[src/rtl/drt_pkg.sv]
// ----------------------------------------------------------------------------
// drt_pkg
// item types, operation and status codes, controller/datapath interface
// ----------------------------------------------------------------------------
package drt_pkg;

  localparam logic [2:0] OP_WORD = 3'd0;
  localparam logic [2:0] OP_POL  = 3'd1;
  localparam logic [2:0] OP_TAKE = 3'd2;
  localparam logic [2:0] OP_LOAD = 3'd3;
  localparam logic [2:0] OP_INIT = 3'd4;

  localparam logic [1:0] ST_OK   = 2'd0;
  localparam logic [1:0] ST_FAIL = 2'd1;
  localparam logic [1:0] ST_BAD  = 2'd2;

  localparam logic [2:0] RES_OK        = 3'd0;
  localparam logic [2:0] RES_FAIL      = 3'd1;
  localparam logic [2:0] RES_BAD       = 3'd2;
  localparam logic [2:0] RES_FULL      = 3'd3;
  localparam logic [2:0] RES_EMPTY     = 3'd4;
  localparam logic [2:0] RES_RECT      = 3'd5;
  localparam logic [2:0] RES_RECT_LAST = 3'd6;

  localparam int unsigned MARK_W = 6;

  typedef struct packed {
    logic [2:0]  op;
    logic [13:0] word_index;
    logic [31:0] word_value;
    logic        polarity_bit;
  } drt_in_t;

  typedef struct packed {
    logic [1:0]  status;
    logic        rect_valid;
    logic [9:0]  rect_x;
    logic [8:0]  rect_y;
    logic [10:0] rect_width;
    logic [9:0]  rect_height;
    logic [14:0] rect_words;
    logic        rect_last;
    logic        full_flag;
    logic [63:0] generation;
    logic        failed_flag;
  } drt_out_t;

  typedef struct packed {
    logic       take_item;
    logic       clr_step;
    logic       mir_wr;
    logic       mir_rd;
    logic       div_calc;
    logic       rowcol_ld;
    logic       gen_inc;
    logic       set_fail;
    logic       pol_ld;
    logic       full_set;
    logic       full_clr;
    logic       cursor_clr;
    logic       cursor_ld;
    logic       scan_from_cursor;
    logic       scan_inc;
    logic       row_rd_scan;
    logic       row_rd_obs;
    logic       row_wr_mark;
    logic       mark_ld;
    logic       end_ld;
    logic       res_ld;
    logic [2:0] res_kind;
    logic       out_ld;
  } drt_cmd_t;

  typedef struct packed {
    logic [2:0] op;
    logic       failed;
    logic       full;
    logic       gen_max;
    logic       in_range;
    logic       pol_diff;
    logic       mir_diff;
    logic       row_dirty;
    logic       row_match;
    logic       bad_range;
    logic       scan_end;
    logic       clr_last;
    logic       out_free;
  } drt_sts_t;

endpackage

[src/rtl/drt_ctrl.sv]
// ----------------------------------------------------------------------------
// drt_ctrl
// sequencing state machine for observe, take, reinit and mark clearing
// ----------------------------------------------------------------------------
module drt_ctrl (
  input  logic              clk_i,
  input  logic              rst_ni,
  input  logic              in_valid_i,
  output logic              in_ready_o,
  input  drt_pkg::drt_sts_t sts_i,
  output drt_pkg::drt_cmd_t cmd_o
);
  import drt_pkg::*;

  localparam logic [3:0] S_CLR     = 4'd0;
  localparam logic [3:0] S_IDLE    = 4'd1;
  localparam logic [3:0] S_DISP    = 4'd2;
  localparam logic [3:0] S_OBS_A   = 4'd3;
  localparam logic [3:0] S_OBS_B   = 4'd4;
  localparam logic [3:0] S_OBS_C   = 4'd5;
  localparam logic [3:0] S_SCAN_RD = 4'd6;
  localparam logic [3:0] S_SCAN_CK = 4'd7;
  localparam logic [3:0] S_MRG_RD  = 4'd8;
  localparam logic [3:0] S_MRG_CK  = 4'd9;
  localparam logic [3:0] S_NXT_RD  = 4'd10;
  localparam logic [3:0] S_NXT_CK  = 4'd11;
  localparam logic [3:0] S_FIN     = 4'd12;

  logic [3:0] state_q, state_d;
  logic       ret_q, ret_d;
  drt_cmd_t   cmd;

  always_comb begin
    state_d = state_q;
    ret_d   = ret_q;
    cmd     = '0;
    case (state_q)
      S_CLR: begin
        cmd.clr_step = 1'b1;
        if (sts_i.clr_last) begin
          state_d = ret_q ? S_FIN : S_IDLE;
        end
      end
      S_IDLE: begin
        if (in_valid_i) begin
          cmd.take_item = 1'b1;
          state_d       = S_DISP;
        end
      end
      S_DISP: begin
        cmd.res_ld   = 1'b1;
        cmd.res_kind = RES_OK;
        state_d      = S_FIN;
        if (sts_i.op == OP_LOAD) begin
          cmd.mir_wr = sts_i.in_range;
        end else if (sts_i.op > OP_INIT) begin
          // unknown op, nothing to do
        end else if (sts_i.failed) begin
          cmd.res_kind = RES_FAIL;
        end else begin
          case (sts_i.op)
            OP_WORD: begin
              if (sts_i.in_range) begin
                cmd.res_ld   = 1'b0;
                cmd.mir_rd   = 1'b1;
                cmd.div_calc = 1'b1;
                state_d      = S_OBS_A;
              end
            end
            OP_POL: begin
              if (sts_i.pol_diff) begin
                if (sts_i.gen_max) begin
                  cmd.set_fail = 1'b1;
                  cmd.res_kind = RES_FAIL;
                end else begin
                  cmd.gen_inc  = 1'b1;
                  cmd.pol_ld   = 1'b1;
                  cmd.full_set = 1'b1;
                  ret_d        = 1'b1;
                  state_d      = S_CLR;
                end
              end
            end
            OP_INIT: begin
              if (sts_i.gen_max) begin
                cmd.set_fail = 1'b1;
                cmd.res_kind = RES_FAIL;
              end else begin
                cmd.gen_inc    = 1'b1;
                cmd.pol_ld     = 1'b1;
                cmd.full_set   = 1'b1;
                cmd.cursor_clr = 1'b1;
                ret_d          = 1'b1;
                state_d        = S_CLR;
              end
            end
            OP_TAKE: begin
              if (sts_i.full) begin
                cmd.res_kind   = RES_FULL;
                cmd.full_clr   = 1'b1;
                cmd.cursor_clr = 1'b1;
                ret_d          = 1'b1;
                state_d        = S_CLR;
              end else begin
                cmd.res_ld           = 1'b0;
                cmd.scan_from_cursor = 1'b1;
                state_d              = S_SCAN_RD;
              end
            end
            default: begin
            end
          endcase
        end
      end
      S_OBS_A: begin
        cmd.rowcol_ld = 1'b1;
        state_d       = S_OBS_B;
      end
      S_OBS_B: begin
        cmd.res_ld   = 1'b1;
        cmd.res_kind = RES_OK;
        state_d      = S_FIN;
        if (sts_i.mir_diff) begin
          if (sts_i.gen_max) begin
            cmd.set_fail = 1'b1;
            cmd.res_kind = RES_FAIL;
          end else begin
            cmd.res_ld     = 1'b0;
            cmd.mir_wr     = 1'b1;
            cmd.gen_inc    = 1'b1;
            cmd.row_rd_obs = 1'b1;
            state_d        = S_OBS_C;
          end
        end
      end
      S_OBS_C: begin
        cmd.row_wr_mark = 1'b1;
        cmd.res_ld      = 1'b1;
        cmd.res_kind    = RES_OK;
        state_d         = S_FIN;
      end
      S_SCAN_RD: begin
        if (sts_i.scan_end) begin
          cmd.res_ld     = 1'b1;
          cmd.res_kind   = RES_EMPTY;
          cmd.cursor_clr = 1'b1;
          ret_d          = 1'b1;
          state_d        = S_CLR;
        end else begin
          cmd.row_rd_scan = 1'b1;
          state_d         = S_SCAN_CK;
        end
      end
      S_SCAN_CK: begin
        if (!sts_i.row_dirty) begin
          cmd.scan_inc = 1'b1;
          state_d      = S_SCAN_RD;
        end else if (sts_i.bad_range) begin
          cmd.res_ld     = 1'b1;
          cmd.res_kind   = RES_BAD;
          cmd.cursor_clr = 1'b1;
          state_d        = S_FIN;
        end else begin
          cmd.mark_ld  = 1'b1;
          cmd.scan_inc = 1'b1;
          state_d      = S_MRG_RD;
        end
      end
      S_MRG_RD: begin
        if (sts_i.scan_end) begin
          cmd.end_ld = 1'b1;
          state_d    = S_NXT_RD;
        end else begin
          cmd.row_rd_scan = 1'b1;
          state_d         = S_MRG_CK;
        end
      end
      S_MRG_CK: begin
        if (sts_i.row_dirty && sts_i.row_match) begin
          cmd.scan_inc = 1'b1;
          state_d      = S_MRG_RD;
        end else begin
          cmd.end_ld = 1'b1;
          state_d    = S_NXT_CK;
        end
      end
      S_NXT_RD: begin
        if (sts_i.scan_end) begin
          cmd.res_ld     = 1'b1;
          cmd.res_kind   = RES_RECT_LAST;
          cmd.cursor_clr = 1'b1;
          ret_d          = 1'b1;
          state_d        = S_CLR;
        end else begin
          cmd.row_rd_scan = 1'b1;
          state_d         = S_NXT_CK;
        end
      end
      S_NXT_CK: begin
        if (sts_i.row_dirty) begin
          cmd.res_ld    = 1'b1;
          cmd.res_kind  = RES_RECT;
          cmd.cursor_ld = 1'b1;
          state_d       = S_FIN;
        end else begin
          cmd.scan_inc = 1'b1;
          state_d      = S_NXT_RD;
        end
      end
      S_FIN: begin
        if (sts_i.out_free) begin
          cmd.out_ld = 1'b1;
          ret_d      = 1'b0;
          state_d    = S_IDLE;
        end
      end
      default: begin
        state_d = S_IDLE;
      end
    endcase
  end

  always_ff @(posedge clk_i or negedge rst_ni) begin
    if (!rst_ni) begin
      state_q <= S_CLR;
      ret_q   <= 1'b0;
    end else begin
      state_q <= state_d;
      ret_q   <= ret_d;
    end
  end

  assign in_ready_o = (state_q == S_IDLE);
  assign cmd_o      = cmd;

endmodule

[config.mk]
export PLATFORM = sky130hd
export DESIGN_NAME = drt_ctrl
export DESIGN_NICKNAME = d
export VERILOG_FILES = /design/src/rtl/drt_pkg.sv /design/src/rtl/drt_ctrl.sv
export SDC_FILE = /design/constraint.sdc
export NUM_CORES = 1
export LEC_CHECK = 0
export ABC_AREA = 1
export CORE_UTILIZATION = 40
export CTS_BUF_LIST = sky130_fd_sc_hd__clkbuf_4
export CTS_CLUSTER_DIAMETER = 200
export DETAILED_ROUTE_END_ITERATION = 7
export DONT_BUFFER_PORTS = 1
export GPL_TIMING_DRIVEN = 0
export PLACE_DENSITY = 0.52
export SLEW_MARGIN = 25
export SYNTH_ARGS = -nofsm -noshare
export SYNTH_HDL_FRONTEND = slang
export SYNTH_SLANG_ARGS = --single-unit
[constraint.sdc]
create_clock -name clk_i -period 1.5 [get_ports clk_i]
set_input_delay 0.075 -clock clk_i [delete_from_list [all_inputs] [get_ports clk_i]]
set_output_delay 0.075 -clock clk_i [all_outputs]
set_load 0.1 [all_outputs]
* After elaboration in Yosys (flattened, before gate mapping)
Index checks and enable logic that the tools add are counted.
** Word-level totals
- Bits in registers :: 5
- Input bits :: 18
- Output and inout bits :: 26
- Word-level logic and storage cells :: 141
** Operators by class
- Order comparisons :: 1
- Eq/ne operators :: 26
- Multiplexer cells :: 104
- Reduce and logical (&&, ||, !) cells :: 8
** Operators with widths (count)
- $mux 4 :: 23
- $pmux 4 s13 :: 1
- $mux 1 :: 46
- $pmux 4 s7 :: 1
- $mux 2 :: 13
- $eq 4x4->1 const B :: 5
- $mux 6 :: 3
- $eq 4x3->1 const B :: 4
- $pmux 4 s4 :: 1
- $mux 3 :: 5
- $ne 2x2->1 const B :: 6
- $pmux 1 s3 :: 4
- $reduce_and 9->1 :: 1
- $eq 4x2->1 const B :: 2
- $pmux 1 s2 :: 4
- $pmux 4 s2 :: 1
- $eq 3x2->1 const B :: 2
- $ne 3x3->1 const B :: 2
- $pmux 2 s3 :: 1
- $eq 4x1->1 const B :: 1
- $logic_not 4->1 :: 1
- $ne 4x1->1 const B :: 1
- $pmux 2 s2 :: 1
- $eq 3x1->1 const B :: 1
- 9 further kinds :: 9

* Depth between registers and ports, before layout
Gate-level depths: netlist of run 1.
- Depth in word-level cells :: 7
- Gate-level depth with buffers :: 10
- Depth with buffers taken out :: 10

* Least setup slack after synthesis of run 1
No wires, ideal clock.
- Path type :: reg-to-output
- Start :: register state_q[2]
- End :: output cmd_o[18] (netlist bit)
- Arrival time :: 2.996 ns
- Required time :: 1.425 ns
- Path slack :: -1.571 ns
- Stages on the path, launching flop included :: 7
- Path buffers :: 0
- Path through :: dfrtp_1 nor2_2 inv_1 nor2_2 nand2_1 nor3b_2 or2_1
** RTL lines
- from (decl) :: RTL line drt_ctrl.sv:29 : logic [3:0] state_q, state_d;
- from (signal assigned) :: RTL line drt_ctrl.sv:228 : state_q <= state_d;
- to (decl) :: RTL line drt_ctrl.sv:11 : output drt_pkg::drt_cmd_t cmd_o

==> summary.md, run 1 <==
| Metric | Value |
|---|---|
| Status | complete, but fails checks |
| Violated checks | negative setup slack |
| CP Cell Sequence | nor2_4, inv_2, nor2_4, nand2_4, nor3b_4, or2_4 |
| Leading area contributor after synthesis | nand2_1 |
| Pwr/cell area | 2000 nW/um2 |
| Worst-skew pair later-pin latency | 240 ps |
| CP arrival | 2450 ps |
| Total gr overflow | 0 |
| #FFs+latches synth | 5 |
| Cell mode on critical path | nor2_4 |
| Top FF cell, synth | dfrtp_1 |
| Syn avg cell area | 5.137 um2 |
| Yosys cell types | 25 |
| Element type at the critical path end | output pin |
| CTS root buffer | clkbuf_4 |
| Crit path largest cell delay | 920 ps |
| Placed cell count | 218 |
| H-tree level count | 1 |
| Die outline width | 51.27 um |
| Fin area | 1815 um2 |
| Core ar. | 2255 um2 |
| Period minus WS final | 2528 ps |
| Worst Clk Skew | 11.80 ps |
| Area contributors post-synth | nand2_1 24%, dfrtp_1 13%, nand3_1 12% |
| Dpl ws | -978.9 ps |
| Ant. Diodes | 0 |
| Total power | 3.630 mW |
| Buffer and inverter count on the worst path | 1 |
| CTS tree | done |
| Routed len/inst | 18.22 um |
| Yosys top cell area share | 0.2358 |
| # IOs | 44 |
| Vias per cell | 5.885 |
| Antenna viol nets, final | 0 |
| Setup tns final | -13090 ps |
| EDFF count, synth | 0 |
| YS warnings | 0 |
| Peak supply drop | 1.773 mV |
| Initial DRC count | 86 |
| Final WS setup | -1028 ps |
| Flop2flop setup slack | -590 ps |
| RSZ-0062 raised after global routing | true |
| LEAKAGE | 0.8569 nW |
| DP HPWL | 2.435 mm |
| Rows | 17 |
| Max_cap viols | 0 |
| Async SR Flop Fraction | 1.000 |
| Top delay family on crit path | simple AND/OR/NAND/NOR gates |
| GP Congestion | 0.9124 |
| Most frequent cells in the layout | 40 x nand2_1, 27 x buf_4, 16 x inv_1, 16 x nand3_1 |
| Crit path launch type | flop |
| Clk sink count | 5 |
| Commonest non-fill, non-tap cell in the layout | nand2_1 |
| Port bufs | 0 |
| Pin count of the biggest net entering global routing | 11 |
| Mapped cell area | 970.9 um2 |
| Clock transition at path regs | 50 ps |
| Nets | 251 |
| Slowest CP cell | nor3b_4 |
| DR pass1 iterations | 4 |
| Slew HR | 0.2434 |
| Area grow syn2layout | 86.98% |
| Worst Max-Slew Pin Slew | 1134 ps |
| Final setup violation count | 31 |
| Syn Inst Count | 189 |
| CTS buffer count | 3 |
| Starting Density | 0.4306 |
| Register area share after synthesis | 0.1289 |
| Via count | 1530 |
| Post-route DRC | 0 |
| Final period util | 1.685 |
| Post-DP Area | 1159 um2 |
| Hold Fails Final Rpt | 0 |
| HP Class | in2reg |
| Final WL | 4.738 mm |
| Max Freq | 395.6 MHz |
| Max clock buf depth | 2 |
| Initial antenna violation count | 0 |
| Type of the worst setup path | reg2out |
| Total GRT Usage | 0.3162 |
| Fin cells | 260 |
| Fraction of layout cells with a size suffix above 1 | 0.5302 |
| Die area | 2628 um2 |
| Crit path max fanout | 3 |
| Die Y | 51.27 um |
| First-pass GRT wire length | 6.161 mm |
| Vias in the first global route | 1330 |
| Max-slew violations | 0 |
| Critical path data required time | 1420 ps |
| Mapped Nets | 207 |
sequential cells by signal, summed over array words and instances (netlist names):
register	flops
ret_q	1
state_q	4
cells by family (layout without fill, tap and decap cells):
kind of cell    count (synthesis)  count (layout)  synth area share
simple gates                  132             132            0.6134
compound gates                 17              17            0.1070
flops                           5               5            0.1289
buf+inv                        35              78            0.1508
cell type report:
| cell class | instances | area [um2] |
|---|---|---|
| well taps | 28 | 35.03 |
| fillers | 141 | 439.2 |
| flip-flops and latches | 5 | 128.9 |
| clock buffers | 4 | 30.03 |
| multi-input cells | 149 | 1070 |
| repair buffers | 40 | 359.1 |
| inverters | 32 | 165.2 |
| plain buffers | 2 | 27.53 |
worst paths after layout:
kind,end,start,cells after the start
setup / recovery,cmd_o[18],state_q[2],6
hold / removal,state_q[0],in_valid_i,3
setup reg to reg,state_q[0],state_q[3],14
hold reg to reg,ret_q,ret_q,2
max in group asynchronous,state_q[3],rst_ni,1
min in group asynchronous,state_q[1],rst_ni,1
Yosys cell counts, types with 2 or more instances:
cell,n
nand2_1,61
a21oi_1,2
nand2_2,2
nor2_2,6
nand4_1,4
inv_1,28
dfrtp_1,5
o21ai_0,9
nor2_4,2
nor2_1,28
nand3_1,23
buf_4,2
inv_2,4
nand3b_1,2
power by group:
part	internal, mW	total, mW	switching [mW]
logic	1.00	3.16	2.16
registers	0.210	0.294	0.0840
clock network	0.119	0.173	0.0547
total	1.33	3.63	2.30
worst register-to-register path, stage by stage, from the launching register on:
cell and delay (ps):
dfrtp_2 440, buf_4 160, buf_4 140, nor2_4 120, nand4_1 200, buf_4 200, buf_4 130, buf_4 120
buf_4 130, buf_6 130, nand3_1 70, nor2_1 40, nand2_1 60, nand2_1 50, nand2_1 60
repair_timing:
| action | in CTS | in global routing |
|---|---|---|
| resized for setup | 66 | 22 |
| hold endpoints to repair | 5 | 0 |
| pin swaps | 24 | 21 |
| hold buffers | 1 | 0 |
| buffers inserted | 28 | 15 |
| setup endpoints to repair | 30 | 31 |
metrics by stage:
stage	hold slack, ps	utilization
6_report	25.56	0.8052
3_5_place_dp	-220.5	0.5139
2_1_floorplan	-220.6	-
5_1_grt	18.76	0.8052
4_1_cts	11.76	0.7420
3_3_place_gp	-220.5	0.5000
per-layer routing:
| metal | part of all wire | GRT usage |
|---|---|---|
| met5 | 0 | 0 |
| met4 | 0.058 | 0.09459 |
| met3 | 0.092 | 0.05060 |
| met2 | 0.49 | 0.5439 |
| met1 | 0.36 | 0.4018 |
Note: power is estimated with default switching activity, not from simulation.
==> inputs of run 2 (changes only) <==
--- a/config.mk
+++ b/config.mk
@@ -6,12 +6,12 @@
 export NUM_CORES = 1
 export LEC_CHECK = 0
 export ABC_AREA = 1
+export CORE_MARGIN = 4
 export CORE_UTILIZATION = 40
 export CTS_BUF_LIST = sky130_fd_sc_hd__clkbuf_4
 export CTS_CLUSTER_DIAMETER = 200
 export DETAILED_ROUTE_END_ITERATION = 7
 export DONT_BUFFER_PORTS = 1
-export GPL_TIMING_DRIVEN = 0
 export PLACE_DENSITY = 0.52
 export SLEW_MARGIN = 25
 export SYNTH_ARGS = -nofsm -noshare
==> run 2 against run 1 <==
Net effect:
- the run now fails in global routing (5_1_grt)
- synthesized cell count did not move
- synthesized area is the same
==> summary.md, run 2 <==
| Metric | Value |
|---|---|
| H-tree level count | 1 (unchanged) |
| Total gr overflow | 39 |
| Total GRT Usage | 0.6212 |
| Count leader, synth | nand2_1 |
| Stage reached | global routing (5_1_grt) |
| CTS root buffer | clkbuf_4 |
| EDFF count, synth | 0 (unchanged) |
| Yosys top cell area share | 0.2358 (unchanged) |
| #FFs+latches synth | 5 (unchanged) |
| Mapped Nets | 207 (unchanged) |
| YS warnings | 0 (unchanged) |
| Die outline width | 57.27 um (+12%) |
| # IOs | 44 (unchanged) |
| DP HPWL | 3.178 mm (+31%) |
| Yosys cell types | 25 (unchanged) |
| Async SR Flop Fraction | 1.000 (unchanged) |
| Port bufs | 0 (unchanged) |
| Mapped cell area | 970.9 um2 (unchanged) |
| Status | stopped before the end |
| Die Y | 57.27 um (+12%) |
| GP Congestion | 0.9416 (+3.2%) |
| Rows | 17 (unchanged) |
| Worst_ep kind | top-level output |
| Run Error | [ERROR GRT-0232] Routing congestion too high. Check the congestion heatmap in the GUI. |
| Leading area contributor after synthesis | nand2_1 |
| Syn avg cell area | 5.137 um2 (unchanged) |
| Worst endpoint after global-route timing repair | cmd_o[4] |
| Syn Inst Count | 189 (unchanged) |
| Top FF cell, synth | dfrtp_1 |
| Starting Density | 0.4306 (unchanged) |
| Synth cell count leaders | 61 x nand2_1, 28 x inv_1, 28 x nor2_1 |
| Pin count of the biggest net entering global routing | 8 |
| Clk sink count | 5 (unchanged) |
| Area contributors post-synth | nand2_1 24%, dfrtp_1 13%, nand3_1 12% |
| CTS buffer count | 3 (unchanged) |
| Register area share after synthesis | 0.1289 (unchanged) |
| Max clock buf depth | 2 (unchanged) |
| Placed cell count | 260 (+19%) |
run 2: repair_timing:
item	CTS
setup endpoints to repair	23
cloned	0
pin swaps	21
setup buffers	16
gates resized for setup	59
hold endpoints to repair	5
hold buffers	1
run 2: kinds of logic after synthesis:
logic type,count (synthesis),share of synthesized area
buffers and inverters,35,0.1508
AND/OR/NAND/NOR,132,0.6134
flip-flops,5,0.1289
AO/OA/AOI/OAI,17,0.1070
run 2: metal layers:
metal,track usage,overflow
met5,0,0
met4,0.6623,12
met3,0.3303,1
met2,0.8222,26
met1,0.6649,0
run 2: stage by stage:
stage	utilization	worst slack, ps	instance area, um2
2_1_floorplan	-	-809.3	1092
3_3_place_gp	0.7436	8.736	1677
3_5_place_dp	0.7436	-26.74	1677
4_1_cts	0.9129	-228.9	2058
==> inputs of run 3 (changes only) <==
--- a/config.mk
+++ b/config.mk
@@ -7,12 +7,10 @@
 export LEC_CHECK = 0
 export ABC_AREA = 1
 export CORE_MARGIN = 4
-export CORE_UTILIZATION = 40
-export CTS_BUF_LIST = sky130_fd_sc_hd__clkbuf_4
-export CTS_CLUSTER_DIAMETER = 200
+export CORE_UTILIZATION = 25
 export DETAILED_ROUTE_END_ITERATION = 7
 export DONT_BUFFER_PORTS = 1
-export PLACE_DENSITY = 0.52
+export PLACE_DENSITY_LB_ADDON = 0.15
 export SLEW_MARGIN = 25
 export SYNTH_ARGS = -nofsm -noshare
 export SYNTH_HDL_FRONTEND = slang
==> run 3 against run 2 <==
Net effect:
- the flow now finishes, with violations (negative setup slack)
==> summary.md, run 3 (same netlist as run 1, synthesis figures left out) <==
| Metric | Value |
|---|---|
| Pin count of the biggest net entering global routing | 8 |
| Register Area | 130.1 um2 |
| Layout fillers | 321 |
| Total GRT Usage | 0.1723 |
| Final setup violation count | 26 |
| Slowest CP cell | dfrtp_2 |
| Initial DRC count | 77 |
| DR pass1 iterations | 4 |
| Violated checks | negative setup slack |
| Flop2flop setup slack | -230 ps |
| Max-slew violations | 0 |
| Area of the multi-input gates | 980.9 um2 |
| Total gr overflow | 0 |
| Worst-skew pair later-pin latency | 230 ps |
| Vias per cell | 4.875 |
| Area grow syn2layout | 126.7% |
| Worst setup path start | state_q[3] |
| Slew HR | 0.7483 |
| Final WS setup | -255.4 ps |
| Rows | 22 (+5) |
| Total power | 3.974 mW |
| Final period util | 1.170 |
| Critical path data required time | 1420 ps |
| Pwr/cell area | 1806 nW/um2 |
| CTS tree | done |
| HP Class | in2reg |
| Vias in the first global route | 1453 |
| Cell mode on critical path | nand2_4 |
| Die outline width | 70.32 um (+23%) |
| Crit path largest cell delay | 440 ps |
| Clock transition at path regs | 40 ps |
| Crit path launch type | flop |
| Worst Clk Skew | 6.143 ps |
| Top reg by flops | state_q |
| CTS root buffer | clkbuf_8 |
| Routed len/inst | 14.02 um |
| Util after Layout | 0.5923 |
| Post-route DRC | 0 |
| Type of the worst setup path | reg2out |
| Ant. Diodes | 0 |
| Status | complete, but fails checks |
| Period minus WS final | 1755 ps |
| CP arrival | 1680 ps |
| Largest registers | state_q: 4 flops, ret_q: 1 flops |
| # IOs | 44 (unchanged) |
| LEAKAGE | 1.059 nW |
| H-tree level count | 1 (unchanged) |
| R2R cell count | 13 |
| Max reg flops | 4 |
| CTS buffer count | 3 (unchanged) |
| Worst Max-Slew Pin Slew | 373.6 ps |
| Via count | 1487 |
| CP Cell Sequence | inv_2, nand2_2, nand2_4, nand2_4, nor2_4, nor2_1, bufinv_8, a21oi_4, nand3_4, buf_12 |
| Worst setup path end | cmd_o[4] |
| Most frequent cells in the layout | 40 x nand2_1, 32 x buf_4, 20 x nand3_1, 20 x buf_12, 19 x inv_1 |
| Crit path max fanout | 6 |
| Max Freq | 569.7 MHz |
| Final WL | 4.277 mm |
| Max clock buf depth | 2 (unchanged) |
| Max_cap viols | 0 |
| Reg2Reg Capture Point | ret_q |
| Hold path start | in_valid_i |
| Critical R2R Launch | state_q[3] |
| DP HPWL | 3.267 mm (+2.8%) |
| Antenna viol nets, final | 0 |
| Starting Density | 0.2613 (-0.1694) |
| Nets | 276 |
| Core ar. | 3716 um2 |
| First-pass GRT wire length | 6.886 mm |
| Die area | 4945 um2 |
| Port bufs | 0 (unchanged) |
| Element type at the critical path end | output pin |
| Clk sink count | 5 (unchanged) |
| Fraction of layout cells with a size suffix above 1 | 0.5564 |
| Commonest non-fill, non-tap cell in the layout | nand2_1 |
| Setup tns final | -3607 ps |
| RSZ-0062 raised after global routing | true |
| Peak supply drop | 1.346 mV |
| Die Y | 70.32 um (+23%) |
| Initial antenna violation count | 0 |
| Hold Fails Final Rpt | 0 |
| GP Congestion | 0.9942 (+5.6%) |
==> run 3: where the power goes <==
part	internal [mW]	switching, mW	total [mW]
registers	0.212	0.121	0.333
clock network	0.183	0.0720	0.255
logic	1.36	2.02	3.39
total	1.76	2.22	3.97
==> run 3: routing by layer <==
layer  routed length, um  track usage
met5                   0            0
met4                  87      0.06170
met3                 257      0.02590
met2                2268       0.3035
met1                1663       0.2091
==> run 3: worst max-delay path, delay by kind of cell, from the launching register on <==
kind,cells,cell delay (ps)
buffers and inverters,3,420
AOI/OAI and AO/OA,1,140
DFF,1,440
and+or+nand+nor,6,450
==> run 3: timing repair <==
item                                    CTS  global route
resized for setup                        53            29
pin swaps                                16             9
endpoints found under the setup margin   21            30
hold buffers                              1             0
buffers inserted                         17             5
endpoints found under the hold margin     5             0
==> run 3: through the flow <==
stage | cell area, um2 | setup slack, ps | cells | hold WS [ps]
after floorplan | 1092 | -809.3 | 189 | -220.6
after global placement | 1689 | -5.090 | 278 | -220.4
after detailed placement | 1689 | -81.23 | 278 | -220.4
after CTS | 2069 | -236.5 | 300 | 27.94
after global routing | 2201 | -331.3 | 305 | 6.078
final | 2201 | -255.4 | 305 | 6.897
==> run 3: cell type report <==
class,instances,share of cell area
Sequential cell,5,0.05912
Multi-Input combinational cell,149,0.4457
Tap cell,48,0.02729
Timing Repair Buffer,67,0.3809
Inverter,32,0.06651
Clock buffer,4,0.02047
==> run 3: how the worst min path moves through the flow <==
stage | end | slack (ps) | depth (start not counted)
global placement | ret_q | -220 | 0
floorplan | ret_q | -220 | 0
detailed placement | ret_q | -220 | 0
CTS | state_q[0] | 30 | 3
finish | state_q[0] | 7 | 3
global route | state_q[0] | 6 | 3
